[src/rsc_pkg.sv]
package rsc_pkg;

    localparam int OP_W = 4;
    localparam int VAL_W = 32;
    localparam int STATUS_W = 2;

    localparam int DEF_STACK_DEPTH = 64;
    localparam int DEF_DATA_WIDTH = 32;

    typedef enum logic [OP_W-1:0] {
        OP_PUSH  = 4'd0,
        OP_ADD   = 4'd1,
        OP_SUB   = 4'd2,
        OP_MUL   = 4'd3,
        OP_DIV   = 4'd4,
        OP_NEG   = 4'd5,
        OP_DUP   = 4'd6,
        OP_SWAP  = 4'd7,
        OP_PEEK  = 4'd8,
        OP_CLEAR = 4'd9,
        OP_DUMP  = 4'd10
    } op_t;

    typedef enum logic [STATUS_W-1:0] {
        ST_OK   = 2'd0,
        ST_FEW  = 2'd1,
        ST_FULL = 2'd2,
        ST_DIVZ = 2'd3
    } status_t;

    typedef enum logic [1:0] {
        RD_TOP = 2'd0,
        RD_SEC = 2'd1,
        RD_IDX = 2'd2
    } rd_sel_t;

    typedef enum logic [1:0] {
        WA_N  = 2'd0,
        WA_N1 = 2'd1,
        WA_N2 = 2'd2
    } wa_sel_t;

    typedef enum logic {
        WD_ALU = 1'b0,
        WD_B   = 1'b1
    } wd_sel_t;

    typedef enum logic [2:0] {
        RES_PV   = 3'd0,
        RES_ADD  = 3'd1,
        RES_SUB  = 3'd2,
        RES_NEG  = 3'd3,
        RES_A    = 3'd4,
        RES_B    = 3'd5,
        RES_ITER = 3'd6
    } res_sel_t;

    typedef enum logic [1:0] {
        CNT_HOLD = 2'd0,
        CNT_INC  = 2'd1,
        CNT_DEC  = 2'd2,
        CNT_CLR  = 2'd3
    } cnt_op_t;

    typedef struct packed {
        logic     load_in;
        logic     rd_en;
        rd_sel_t  rd_sel;
        logic     cap_b;
        logic     cap_a;
        logic     it_init;
        logic     it_div;
        logic     it_step;
        logic     res_load;
        res_sel_t res_sel;
        logic     wr_en;
        wa_sel_t  wa_sel;
        wd_sel_t  wd_sel;
        cnt_op_t  cnt_op;
        logic     idx_init;
        logic     idx_dec;
        logic     out_load;
        logic     out_dump;
        status_t  out_status;
        logic     out_last;
    } dp_cmd_t;

    typedef struct packed {
        logic cnt_zero;
        logic cnt_lt2;
        logic cnt_full;
        logic b_zero;
        logic it_done;
        logic idx_zero;
        logic out_free;
    } dp_stat_t;

endpackage

[src/rsc_dp.sv]
module rsc_dp #(
    parameter int STACK_DEPTH = 64,
    parameter int DATA_WIDTH = 32
) (
    input  logic                     clk,
    input  logic                     rst_n,
    input  logic signed [31:0]       push_value,
    input  rsc_pkg::dp_cmd_t         cmd,
    output rsc_pkg::dp_stat_t        stat,
    output logic                     out_valid,
    input  logic                     out_stall,
    output logic signed [31:0]       top_value,
    output logic                     has_value,
    output logic [1:0]               status,
    output logic                     last
);

    import rsc_pkg::*;

    localparam int CW = $clog2(STACK_DEPTH + 1);
    localparam int AW = $clog2(STACK_DEPTH);
    localparam int IW = $clog2(DATA_WIDTH + 1);

    logic [DATA_WIDTH-1:0] stack_mem [STACK_DEPTH];

    logic [CW-1:0]         count_reg;
    logic [CW-1:0]         count_next;
    logic [CW-1:0]         cnt_m1;
    logic [CW-1:0]         cnt_m2;
    logic [AW-1:0]         idx_reg;
    logic [AW-1:0]         rd_addr;
    logic [AW-1:0]         wr_addr;
    logic [DATA_WIDTH-1:0] wr_data;
    logic [DATA_WIDTH-1:0] rd_data_reg;

    logic [DATA_WIDTH-1:0] pv_reg;
    logic [DATA_WIDTH-1:0] a_reg;
    logic [DATA_WIDTH-1:0] b_reg;
    logic [DATA_WIDTH-1:0] res_reg;
    logic [DATA_WIDTH-1:0] alu_val;

    logic [DATA_WIDTH-1:0] it_x_reg;
    logic [DATA_WIDTH-1:0] it_y_reg;
    logic [DATA_WIDTH-1:0] it_acc_reg;
    logic [IW-1:0]         it_cnt_reg;
    logic                  it_div_reg;
    logic                  neg_q_reg;
    logic [DATA_WIDTH:0]   div_shift;
    logic [DATA_WIDTH:0]   div_trial;
    logic [DATA_WIDTH-1:0] mag_a;
    logic [DATA_WIDTH-1:0] mag_b;
    logic [DATA_WIDTH-1:0] iter_val;

    logic                  out_valid_reg;
    logic signed [31:0]    out_val_reg;
    logic                  out_has_reg;
    logic [1:0]            out_status_reg;
    logic                  out_last_reg;
    logic                  out_has;

    assign cnt_m1 = count_reg - CW'(1);
    assign cnt_m2 = count_reg - CW'(2);

    always_comb
    begin
        case (cmd.rd_sel)
            RD_TOP:  rd_addr = cnt_m1[AW-1:0];
            RD_SEC:  rd_addr = cnt_m2[AW-1:0];
            RD_IDX:  rd_addr = idx_reg;
            default: rd_addr = idx_reg;
        endcase
    end

    always_comb
    begin
        case (cmd.wa_sel)
            WA_N:    wr_addr = count_reg[AW-1:0];
            WA_N1:   wr_addr = cnt_m1[AW-1:0];
            WA_N2:   wr_addr = cnt_m2[AW-1:0];
            default: wr_addr = count_reg[AW-1:0];
        endcase
    end

    assign iter_val = (it_div_reg && neg_q_reg) ? ('0 - it_acc_reg) : it_acc_reg;

    always_comb
    begin
        case (cmd.res_sel)
            RES_PV:   alu_val = pv_reg;
            RES_ADD:  alu_val = a_reg + b_reg;
            RES_SUB:  alu_val = a_reg - b_reg;
            RES_NEG:  alu_val = '0 - b_reg;
            RES_A:    alu_val = a_reg;
            RES_B:    alu_val = b_reg;
            RES_ITER: alu_val = iter_val;
            default:  alu_val = b_reg;
        endcase
    end

    assign wr_data = (cmd.wd_sel == WD_B) ? b_reg : alu_val;

    always_ff @(posedge clk)
    begin
        if (cmd.wr_en)
        begin
            stack_mem[wr_addr] <= wr_data;
        end
        if (cmd.rd_en)
        begin
            rd_data_reg <= stack_mem[rd_addr];
        end
    end

    always_comb
    begin
        case (cmd.cnt_op)
            CNT_HOLD: count_next = count_reg;
            CNT_INC:  count_next = count_reg + CW'(1);
            CNT_DEC:  count_next = cnt_m1;
            CNT_CLR:  count_next = '0;
            default:  count_next = count_reg;
        endcase
    end

    always_ff @(posedge clk or negedge rst_n)
    begin
        if (!rst_n)
        begin
            count_reg <= '0;
            out_valid_reg <= 1'b0;
        end
        else
        begin
            count_reg <= count_next;
            if (cmd.out_load)
            begin
                out_valid_reg <= 1'b1;
            end
            else if (!out_stall)
            begin
                out_valid_reg <= 1'b0;
            end
        end
    end

    // The divider works on magnitudes; the quotient sign is applied at the end.
    assign mag_a = a_reg[DATA_WIDTH-1] ? ('0 - a_reg) : a_reg;
    assign mag_b = b_reg[DATA_WIDTH-1] ? ('0 - b_reg) : b_reg;
    assign div_shift = {it_x_reg, it_acc_reg[DATA_WIDTH-1]};
    assign div_trial = div_shift - {1'b0, it_y_reg};

    assign out_has = cmd.out_dump | ~stat.cnt_zero;

    always_ff @(posedge clk)
    begin
        if (cmd.load_in)
        begin
            pv_reg <= DATA_WIDTH'(push_value);
        end
        if (cmd.cap_b)
        begin
            b_reg <= rd_data_reg;
        end
        if (cmd.cap_a)
        begin
            a_reg <= rd_data_reg;
        end
        if (cmd.res_load)
        begin
            res_reg <= alu_val;
        end
        if (cmd.idx_init)
        begin
            idx_reg <= cnt_m1[AW-1:0];
        end
        else if (cmd.idx_dec)
        begin
            idx_reg <= idx_reg - AW'(1);
        end
        if (cmd.it_init)
        begin
            it_div_reg <= cmd.it_div;
            it_cnt_reg <= IW'(DATA_WIDTH);
            neg_q_reg <= a_reg[DATA_WIDTH-1] ^ b_reg[DATA_WIDTH-1];
            if (cmd.it_div)
            begin
                it_x_reg <= '0;
                it_y_reg <= mag_b;
                it_acc_reg <= mag_a;
            end
            else
            begin
                it_x_reg <= a_reg;
                it_y_reg <= b_reg;
                it_acc_reg <= '0;
            end
        end
        else if (cmd.it_step)
        begin
            it_cnt_reg <= it_cnt_reg - IW'(1);
            if (it_div_reg)
            begin
                if (!div_trial[DATA_WIDTH])
                begin
                    it_x_reg <= div_trial[DATA_WIDTH-1:0];
                    it_acc_reg <= {it_acc_reg[DATA_WIDTH-2:0], 1'b1};
                end
                else
                begin
                    it_x_reg <= div_shift[DATA_WIDTH-1:0];
                    it_acc_reg <= {it_acc_reg[DATA_WIDTH-2:0], 1'b0};
                end
            end
            else
            begin
                if (it_y_reg[0])
                begin
                    it_acc_reg <= it_acc_reg + it_x_reg;
                end
                it_x_reg <= {it_x_reg[DATA_WIDTH-2:0], 1'b0};
                it_y_reg <= {1'b0, it_y_reg[DATA_WIDTH-1:1]};
            end
        end
        if (cmd.out_load)
        begin
            out_has_reg <= out_has;
            out_status_reg <= cmd.out_status;
            out_last_reg <= cmd.out_last;
            if (cmd.out_dump)
            begin
                out_val_reg <= 32'($signed(rd_data_reg));
            end
            else if (out_has)
            begin
                out_val_reg <= 32'($signed(res_reg));
            end
            else
            begin
                out_val_reg <= '0;
            end
        end
    end

    assign stat.cnt_zero = (count_reg == '0);
    assign stat.cnt_lt2 = (count_reg < CW'(2));
    assign stat.cnt_full = (count_reg == CW'(STACK_DEPTH));
    assign stat.b_zero = (b_reg == '0);
    assign stat.it_done = (it_cnt_reg == '0);
    assign stat.idx_zero = (idx_reg == '0);
    assign stat.out_free = ~out_valid_reg | ~out_stall;

    assign out_valid = out_valid_reg;
    assign top_value = out_val_reg;
    assign has_value = out_has_reg;
    assign status = out_status_reg;
    assign last = out_last_reg;

endmodule

[src/rsc_ctrl.sv]
module rsc_ctrl (
    input  logic              clk,
    input  logic              rst_n,
    input  logic              in_valid,
    output logic              in_stall,
    input  logic [3:0]        operation,
    input  rsc_pkg::dp_stat_t stat,
    output rsc_pkg::dp_cmd_t  cmd
);

    import rsc_pkg::*;

    typedef enum logic [10:0] {
        S_IDLE      = 11'b000_0000_0001,
        S_RD_TOP    = 11'b000_0000_0010,
        S_RD_SEC    = 11'b000_0000_0100,
        S_CAP_A     = 11'b000_0000_1000,
        S_EXEC      = 11'b000_0001_0000,
        S_ITER      = 11'b000_0010_0000,
        S_FIN       = 11'b000_0100_0000,
        S_WR2       = 11'b000_1000_0000,
        S_EMIT      = 11'b001_0000_0000,
        S_DUMP_RD   = 11'b010_0000_0000,
        S_DUMP_EMIT = 11'b100_0000_0000
    } state_t;

    state_t  state_reg;
    state_t  state_next;
    op_t     op_reg;
    status_t status_reg;
    status_t status_next;
    logic    accept;
    logic    few;
    logic    full;
    logic    divz;

    assign in_stall = (state_reg != S_IDLE);
    assign accept = in_valid & ~in_stall;

    always_comb
    begin
        case (op_reg)
            OP_ADD, OP_SUB, OP_MUL, OP_DIV, OP_SWAP: few = stat.cnt_lt2;
            OP_NEG, OP_DUP, OP_PEEK:                 few = stat.cnt_zero;
            default:                                 few = 1'b0;
        endcase
    end

    assign full = ((op_reg == OP_PUSH) || (op_reg == OP_DUP)) && !few && stat.cnt_full;
    assign divz = (op_reg == OP_DIV) && !few && stat.b_zero;

    always_comb
    begin
        cmd = '0;
        state_next = state_reg;
        status_next = status_reg;
        case (state_reg)
            S_IDLE:
            begin
                if (accept)
                begin
                    cmd.load_in = 1'b1;
                    state_next = S_RD_TOP;
                end
            end
            S_RD_TOP:
            begin
                cmd.rd_en = 1'b1;
                cmd.rd_sel = RD_TOP;
                state_next = S_RD_SEC;
            end
            S_RD_SEC:
            begin
                cmd.cap_b = 1'b1;
                cmd.rd_en = 1'b1;
                cmd.rd_sel = RD_SEC;
                state_next = S_CAP_A;
            end
            S_CAP_A:
            begin
                cmd.cap_a = 1'b1;
                state_next = S_EXEC;
            end
            S_EXEC:
            begin
                state_next = S_EMIT;
                status_next = few ? ST_FEW : full ? ST_FULL : divz ? ST_DIVZ : ST_OK;
                cmd.res_load = 1'b1;
                cmd.res_sel = RES_B;
                cmd.wd_sel = WD_ALU;
                if (!(few || full || divz))
                begin
                    case (op_reg)
                        OP_PUSH:
                        begin
                            cmd.res_sel = RES_PV;
                            cmd.wr_en = 1'b1;
                            cmd.wa_sel = WA_N;
                            cmd.cnt_op = CNT_INC;
                        end
                        OP_ADD, OP_SUB:
                        begin
                            cmd.res_sel = (op_reg == OP_ADD) ? RES_ADD : RES_SUB;
                            cmd.wr_en = 1'b1;
                            cmd.wa_sel = WA_N2;
                            cmd.cnt_op = CNT_DEC;
                        end
                        OP_MUL, OP_DIV:
                        begin
                            cmd.res_load = 1'b0;
                            cmd.it_init = 1'b1;
                            cmd.it_div = (op_reg == OP_DIV);
                            state_next = S_ITER;
                        end
                        OP_NEG:
                        begin
                            cmd.res_sel = RES_NEG;
                            cmd.wr_en = 1'b1;
                            cmd.wa_sel = WA_N1;
                        end
                        OP_DUP:
                        begin
                            cmd.wr_en = 1'b1;
                            cmd.wa_sel = WA_N;
                            cmd.cnt_op = CNT_INC;
                        end
                        OP_SWAP:
                        begin
                            cmd.res_sel = RES_A;
                            cmd.wr_en = 1'b1;
                            cmd.wa_sel = WA_N1;
                            state_next = S_WR2;
                        end
                        OP_CLEAR:
                        begin
                            cmd.cnt_op = CNT_CLR;
                        end
                        OP_DUMP:
                        begin
                            if (!stat.cnt_zero)
                            begin
                                cmd.idx_init = 1'b1;
                                state_next = S_DUMP_RD;
                            end
                        end
                        default:
                        begin
                            cmd.res_sel = RES_B;
                        end
                    endcase
                end
            end
            S_ITER:
            begin
                if (stat.it_done)
                begin
                    state_next = S_FIN;
                end
                else
                begin
                    cmd.it_step = 1'b1;
                end
            end
            S_FIN:
            begin
                cmd.res_load = 1'b1;
                cmd.res_sel = RES_ITER;
                cmd.wr_en = 1'b1;
                cmd.wa_sel = WA_N2;
                cmd.wd_sel = WD_ALU;
                cmd.cnt_op = CNT_DEC;
                state_next = S_EMIT;
            end
            S_WR2:
            begin
                cmd.wr_en = 1'b1;
                cmd.wa_sel = WA_N2;
                cmd.wd_sel = WD_B;
                state_next = S_EMIT;
            end
            S_EMIT:
            begin
                if (stat.out_free)
                begin
                    cmd.out_load = 1'b1;
                    cmd.out_status = status_reg;
                    cmd.out_last = 1'b1;
                    state_next = S_IDLE;
                end
            end
            S_DUMP_RD:
            begin
                cmd.rd_en = 1'b1;
                cmd.rd_sel = RD_IDX;
                state_next = S_DUMP_EMIT;
            end
            S_DUMP_EMIT:
            begin
                if (stat.out_free)
                begin
                    cmd.out_load = 1'b1;
                    cmd.out_dump = 1'b1;
                    cmd.out_status = ST_OK;
                    cmd.out_last = stat.idx_zero;
                    if (stat.idx_zero)
                    begin
                        state_next = S_IDLE;
                    end
                    else
                    begin
                        cmd.idx_dec = 1'b1;
                        state_next = S_DUMP_RD;
                    end
                end
            end
            default:
            begin
                state_next = S_IDLE;
            end
        endcase
    end

    always_ff @(posedge clk or negedge rst_n)
    begin
        if (!rst_n)
        begin
            state_reg <= S_IDLE;
        end
        else
        begin
            state_reg <= state_next;
        end
    end

    always_ff @(posedge clk)
    begin
        if (accept)
        begin
            op_reg <= op_t'(operation);
        end
        status_reg <= status_next;
    end

endmodule

[src/rpn_stack_calculator.sv]
// Channel  Handshake            Payload
// in       in_valid, in_stall   operation, push_value
// out      out_valid, out_stall top_value, has_value, status, last
//
// One command is worked on at a time; a new transaction is taken once the
// previous command has handed its last result to the output register.
// Push, add, sub, negate, dup, peek and clear write the stack at most once; swap
// adds a second write. Multiply and divide run on the shared shift-add and
// restoring-division unit that handles one bit per cycle. Dump reads the entries
// from top to bottom through the single read port, one result per entry (one with
// has_value low if empty). Reset empties the stack; out_stall only holds results.
module rpn_stack_calculator #(
    parameter int STACK_DEPTH = rsc_pkg::DEF_STACK_DEPTH,
    parameter int DATA_WIDTH = rsc_pkg::DEF_DATA_WIDTH
) (
    input  logic               clk,
    input  logic               rst_n,
    input  logic               in_valid,
    output logic               in_stall,
    input  logic [3:0]         operation,
    input  logic signed [31:0] push_value,
    output logic               out_valid,
    input  logic               out_stall,
    output logic signed [31:0] top_value,
    output logic               has_value,
    output logic [1:0]         status,
    output logic               last
);

    import rsc_pkg::*;

    dp_cmd_t  cmd;
    dp_stat_t stat;

    rsc_ctrl u_ctrl (
        .clk       (clk),
        .rst_n     (rst_n),
        .in_valid  (in_valid),
        .in_stall  (in_stall),
        .operation (operation),
        .stat      (stat),
        .cmd       (cmd)
    );

    rsc_dp #(
        .STACK_DEPTH (STACK_DEPTH),
        .DATA_WIDTH  (DATA_WIDTH)
    ) u_dp (
        .clk        (clk),
        .rst_n      (rst_n),
        .push_value (push_value),
        .cmd        (cmd),
        .stat       (stat),
        .out_valid  (out_valid),
        .out_stall  (out_stall),
        .top_value  (top_value),
        .has_value  (has_value),
        .status     (status),
        .last       (last)
    );

endmodule
[config.mk]
export PLATFORM = sky130hd
export DESIGN_NAME = rpn_stack_calculator
export DESIGN_NICKNAME = d
export VERILOG_FILES = /design/src/rsc_pkg.sv /design/src/rsc_dp.sv /design/src/rsc_ctrl.sv /design/src/rpn_stack_calculator.sv
export SDC_FILE = /design/constraint.sdc
export NUM_CORES = 2
export LEC_CHECK = 0
export BUFFER_PORTS_ARGS = -buffer_cell sky130_fd_sc_hd__buf_2
export CORE_UTILIZATION = 30
export DETAILED_ROUTE_END_ITERATION = 10
export PLACE_DENSITY = 0.46
export SLEW_MARGIN = 20
export SYNTH_ARGS = -nofsm -noshare
export SYNTH_HDL_FRONTEND = slang
export SYNTH_HIERARCHICAL = 1
export SYNTH_SLANG_ARGS = --single-unit
[constraint.sdc]
create_clock -name clk -period 26.6 [get_ports clk]
set_input_delay 0 -clock clk [delete_from_list [all_inputs] [get_ports clk]]
set_output_delay 0 -clock clk [all_outputs]
set_load 0.1 [all_outputs]
After elaboration in Yosys (flattened, before gate mapping) --
Memory sizes are Yosys's and may differ from the RTL's. A register that Yosys moved wholly into a read port is not among the register bits. Index checks and enable logic that the tools add are counted.
Operators by class: add/sub/neg operators 12, magnitude comparators 1, equal/unequal tests 40, muxes and demuxes 74, bitwise gates (word level) 8, reductions and logical operators 30
Operators with widths (number):
- 32-bit 2-to-1 mux | 20
- 32-bit case mux with 6 select lines | 1
- 11-bit case mux with 10 select lines | 1
- 1-bit by 32-bit subtractor with 32-bit output, first input constant | 3
- 32-bit adder | 2
- 11-bit 2-to-1 mux | 5
- 33-bit by 32-bit subtractor with 33-bit output | 1
- 32-bit logical NOT | 1
- 32-bit subtractor | 1
- 10-bit case mux with 3 select lines | 1
- 6-bit case mux with 2 select lines | 2
- 7-bit case mux with 3 select lines | 1
- 10-bit 2-to-1 mux | 2
- 1-bit 2-to-1 mux | 19
- 6-bit 2-to-1 mux | 3
- 3-bit case mux with 3 select lines | 2
- 4-bit by 3-bit equality test with 1-bit output, second input constant | 4
- 4-bit equality test, second input constant | 3
- 6-bit logical NOT | 2
- 2-bit 2-to-1 mux | 6
- 3-bit case mux with 4 select lines | 1
- 4-bit case mux with 3 select lines | 1
- 6-bit by 1-bit subtractor with 6-bit output, second input constant | 2
- 11-bit by 1-bit equality test with 1-bit output, second input constant | 1
- 50 further kinds | 80
Storage, ports and cells: flip-flop bits (word level) 299, bits in writable memories 2048, output and inout bits 38, memories kept 1
Memory list:
- u_dp.stack_mem | depth 64, bits a word 32, rd ports 1, clocked after memory_dff 1, wr ports 1, RTL line rsc_dp.sv:24 | logic [DATA_WIDTH-1:0] stack_mem [STACK_DEPTH];

Longest topological paths before layout --
depth in word-level cells 13, mapped depth 29

By module --
The synthesis kept the hierarchy.
By module, submodules not included:
- rsc_dp | instances 1, cells an instance 5867, area an instance 100986.9 um^2
- rsc_ctrl | instances 1, cells an instance 151, area an instance 1317.5 um^2

Worst setup path after synthesis --
No wires, ideal clock.
path kind register to register, start point register u_dp.b_reg[0], end point memory u_dp.stack_mem[0][6], data pin, library setup time 0.721 ns, arrival 8.607 ns, required time 25.879 ns, slack 17.272 ns, stages on the path, launching flop included 27, buffers on the path 4, period minus slack after synthesis 9.328 ns, cell sequence edfxtp_1 inv_1 ha_1 or4b_4 or3_4 nand2b_4 nor4_2 nand3b_2 nor3_1 mux2i_1 a2111o_1 nand2_1 o41ai_1 clkbuf_1 clkbuf_1 buf_1 nand2_1 clkbuf_1 a21oi_1 fa_1 a211oi_1 nor2_1 or2_2 a21oi_1 xnor2_1 a221oi_1 o31ai_1
RTL lines:
- start, declared | RTL line rsc_dp.sv:38 | logic [DATA_WIDTH-1:0] b_reg;
- start signal, assigned | RTL line rsc_dp.sv:162 | b_reg <= rd_data_reg;
- end, declared | RTL line rsc_dp.sv:24

==> results.txt <==
* Outcome: completed
* Worst slack on hold paths: 144 ps
- The synthesized netlist contains 98 unique library cells.
- Flip-flop count of the largest register, all copies and words added: 2048
- Summing the sequential cell areas from Yosys gives between 60 and 70% of the chip area.
* Async set-or-reset flop fraction in the synthesized netlist: 0.799%
- Clock tree synthesis found a total of between 2000 and 2500 sinks.
- After the first detailed-routing iteration, the DRC count stood at 5053.
* Worst path required time: 27170 ps
* Cells resized by post-CTS repair: 0
* Slowest cell on the critical path: o311ai_0
* Maximum fanout along the worst path: 64
- Compared with the post-synthesis result, the final layout area differs by 15.7%.
- Gr ovfl total: 0
* Hold/Removal Path Class: input pin to flip-flop
- Worst Tran Pin Value: 1280 ps
- For this run, the slowest stage of the critical path takes slightly below 800 ps.
- The number of antenna violations at the first check in global routing is 17.
- Worst setup EP type: flip-flop
- Entering global routing, the biggest net connects approximately 120 pins.
* Post-synthesis area per instance: roughly 17 um2
- Based on the critical path, the design can be clocked at up to 97.2 MHz.
- Type of origin of the critical path: flip-flop
- The congestion estimate from routability-driven global placement came to between 0.8 and 0.9.
- At the worst endpoint, the arrival time is 10850 ps.
- The multi-input combinational cells in the finished layout cover a total of 0.0300 mm2.
- Synth Flop Type: edfxtp_1
* Buffers from clock root to sink, at most: 4
- The number of buffers and inverters on the critical path is 3.
- Area of the mapped netlist: 0.102 mm2
* Total core area: 0.340 mm2
- Remaining routing DRC violations: 0
- The number of global-route vias before repair is around 58000.
- Number of synthesized register bits: 2379
- Most frequent cells in the layout: 2354 x edfxtp_1, 512 x mux4_2, 325 x a21oi_1
- In the final layout, flip-flops and latches occupy 0.0713 mm2.
- Max Slew Vio Count: 0
* Hold_buf cts: 78
* Clock latency of the later-clocked register in the worst-skew pair: roughly 920 ps
- The routed design has ~320 mm of wire.
- Setup Viol. Count Final: 0
- The floorplan has approximately 210 rows.
- Post-detailed-route count of antenna-violating nets: 0
- Clk Tree Root Cell: clkbuf_16
- Once the clock tree was built, the setup fixing pass inserted 0 buffers.
- Clock-pin slew was measured on the worst setup and hold paths at around 60 ps.
* Overall routing resource usage: ~18%
- Measured along the x axis, the die boundary spans 586 um.
- Portion of the clock cycle consumed by the worst path in the final layout: 38.7%
* Max-cap check violation count: 0
* Final HPWL DP: ~180 mm
- The H-tree was split into 5 levels.
- Power per cell area: 92.4 mW/mm2
* Top-Level Pins: 78
- In this run, synthesis inferred 2354 flip-flops with an integrated enable.
- Counting every net in the synthesized netlist gives 6171.
- Wire length of the first global-routing pass: 448 mm
- After detailed routing, the average wire length per cell comes to 28.9 um.
- After detailed routing, the number of vias per cell comes to 5.23.
* Largest delay contributor family on the critical path: simple AND/OR/NAND/NOR gates
- The die covers roughly 0.34 mm2.
- Final worst clock skew: ~94 ps
- Most frequent standard cell in the layout excluding fill and tap cells: edfxtp_1
- The number of endpoints with negative hold slack in the final report is 0.
- RSZ-0062 raised after global routing: false
- The post-route netlist has 20.0% of its cells at a drive strength greater than 1.
- By startpoint and endpoint, the worst setup path is classified as flip-flop to flip-flop.
- The Yosys step of the flow raised 6 warnings.
* Clock tree from TritonCTS: yes
- Initial cell density of the core: 30.1%
* Reg with most FFs: u_dp/stack_mem
* Count of vias placed by the detailed router: 57606
* Synthesized instance count: around 6000
- Setup_tns: 0 ps
- Number of clock buffers inserted by TritonCTS: 270
- The first detailed-routing pass ran for 6 iterations.
- IR analysis of the VDD net gives a maximum drop of between 0.07 and 0.08 mV.
- P_leak: 36.3 nW
- After layout, the minimum clock period comes to 10280 ps.
* Filler cell count: ~32000
- Input and output buffers added on the ports amount to 77.
- The worst pin sits at a relative slew slack of 14.4%.
- Die span in y: around 590 um
- Final layout net count: 6423
[worst reg2reg max path, delay by kind of cell (launching register included)]
kind	cells	cell delay [ps]
buffers and inverters	3	1130
AND/OR/NAND/NOR	12	3940
multiplexers	1	160
AO/OA/AOI/OAI	9	3460
adder cells (fa/ha/maj)	2	740
flip-flops	1	490
[layer usage]
metal	share of wire (%)	wire length [um]	global-route usage, %	up-vias
met5	0	0	0	-
met4	2.3	7250	4.36	0
met3	4.8	15100	2.05	391
met2	49	154000	30.5	1596
met1	44	141000	25.4	30840
li1	-	-	-	24779
[final timing paths]
path / start / endpoint / slack [ps] / depth (start not counted)
max in group asynchronous: rst_n / u_ctrl/state_reg[8] / 25600 / 3
min in group asynchronous: rst_n / u_dp/count_reg[6] / 360 / 3
max: u_dp/b_reg[0] / u_dp/stack_mem[19][30] / 16320 / 27
max reg2reg: u_dp/b_reg[0] / u_dp/stack_mem[19][30] / 16320 / 27
min: in_valid / u_ctrl/state_reg[6] / 140 / 4
min reg2reg: u_dp/it_cnt_reg[0] / u_dp/it_cnt_reg[0] / 480 / 2
[cell type report]
type | instances | area share [%]
Timing Repair Buffer | 349 | 2.34
Sequential cell | 2379 | 60.2
Antenna cell | 8 | 0.0169
Inverter | 98 | 0.311
Clock inverter | 129 | 0.864
Multi-Input combinational cell | 3172 | 25.4
Clock buffer | 341 | 6.08
Tap cell | 4536 | 4.80
[cells in the mapped netlist (12+ instances only)]
library cell / n / area share [%]
o211ai_1: 17 / 0.12
a31oi_1: 30 / 0.18
buf_1: 50 / 0.18
a211oi_1: 241 / 1.8
o221ai_1: 23 / 0.20
o22ai_1: 21 / 0.13
inv_1: 96 / 0.35
nand3_1: 46 / 0.23
nor3_1: 56 / 0.27
xor2_1: 109 / 0.93
nor4_1: 22 / 0.13
dfrtp_1: 18 / 0.44
and3_1: 24 / 0.15
nor2_1: 313 / 1.1
o21a_1: 31 / 0.23
mux4_2: 512 / 11
a222oi_1: 13 / 0.13
nand2_1: 259 / 0.95
o21bai_1: 14 / 0.10
xnor2_1: 117 / 1.0
clkbuf_1: 239 / 0.88
and2_1: 13 / 0.079
a21oi_1: 341 / 1.7
a32oi_1: 12 / 0.10
a21o_1: 50 / 0.37
edfxtp_1: 2354 / 69
o31ai_1: 24 / 0.18
or3_1: 22 / 0.13
ha_1: 110 / 1.3
or4_1: 15 / 0.11
nor2b_1: 155 / 0.95
buf_2: 76 / 0.37
nand2b_1: 30 / 0.18
o21ai_0: 157 / 0.77
or2_2: 12 / 0.073
mux2i_1: 171 / 1.7
o22a_1: 14 / 0.12
[per-stage QoR]
step	cell area, um2	util [%]	instances	total power [mW]	worst slack [ps]
after CTS	118000	34.8	11003	11.1	16180
final	118000	34.9	11012	10.9	16320
after global placement	109000	32.2	10455	7.48	16270
after detailed placement	109000	32.2	10455	7.50	16200
after floorplan	102000	-	6018	6.17	17270
after global routing	118000	34.8	11006	11.4	15860
[where the power goes]
part | switching, mW | total (mW) | internal (mW) | leakage (nW)
clock network | 1.51 | 3.55 | 2.04 | 3.99
logic | 1.93 | 2.86 | 0.930 | 10.8
registers | 0.0944 | 4.53 | 4.43 | 21.5
[cell families after synthesis]
group / synth area share [%]
xor+xnor: 1.93
simple gates: 5.11
compound gates: 7.02
mux: 13.0
flops: 69.7
buf+inv: 1.82
fa+ha+maj: 1.40
Power figures use the tool's default switching activity.
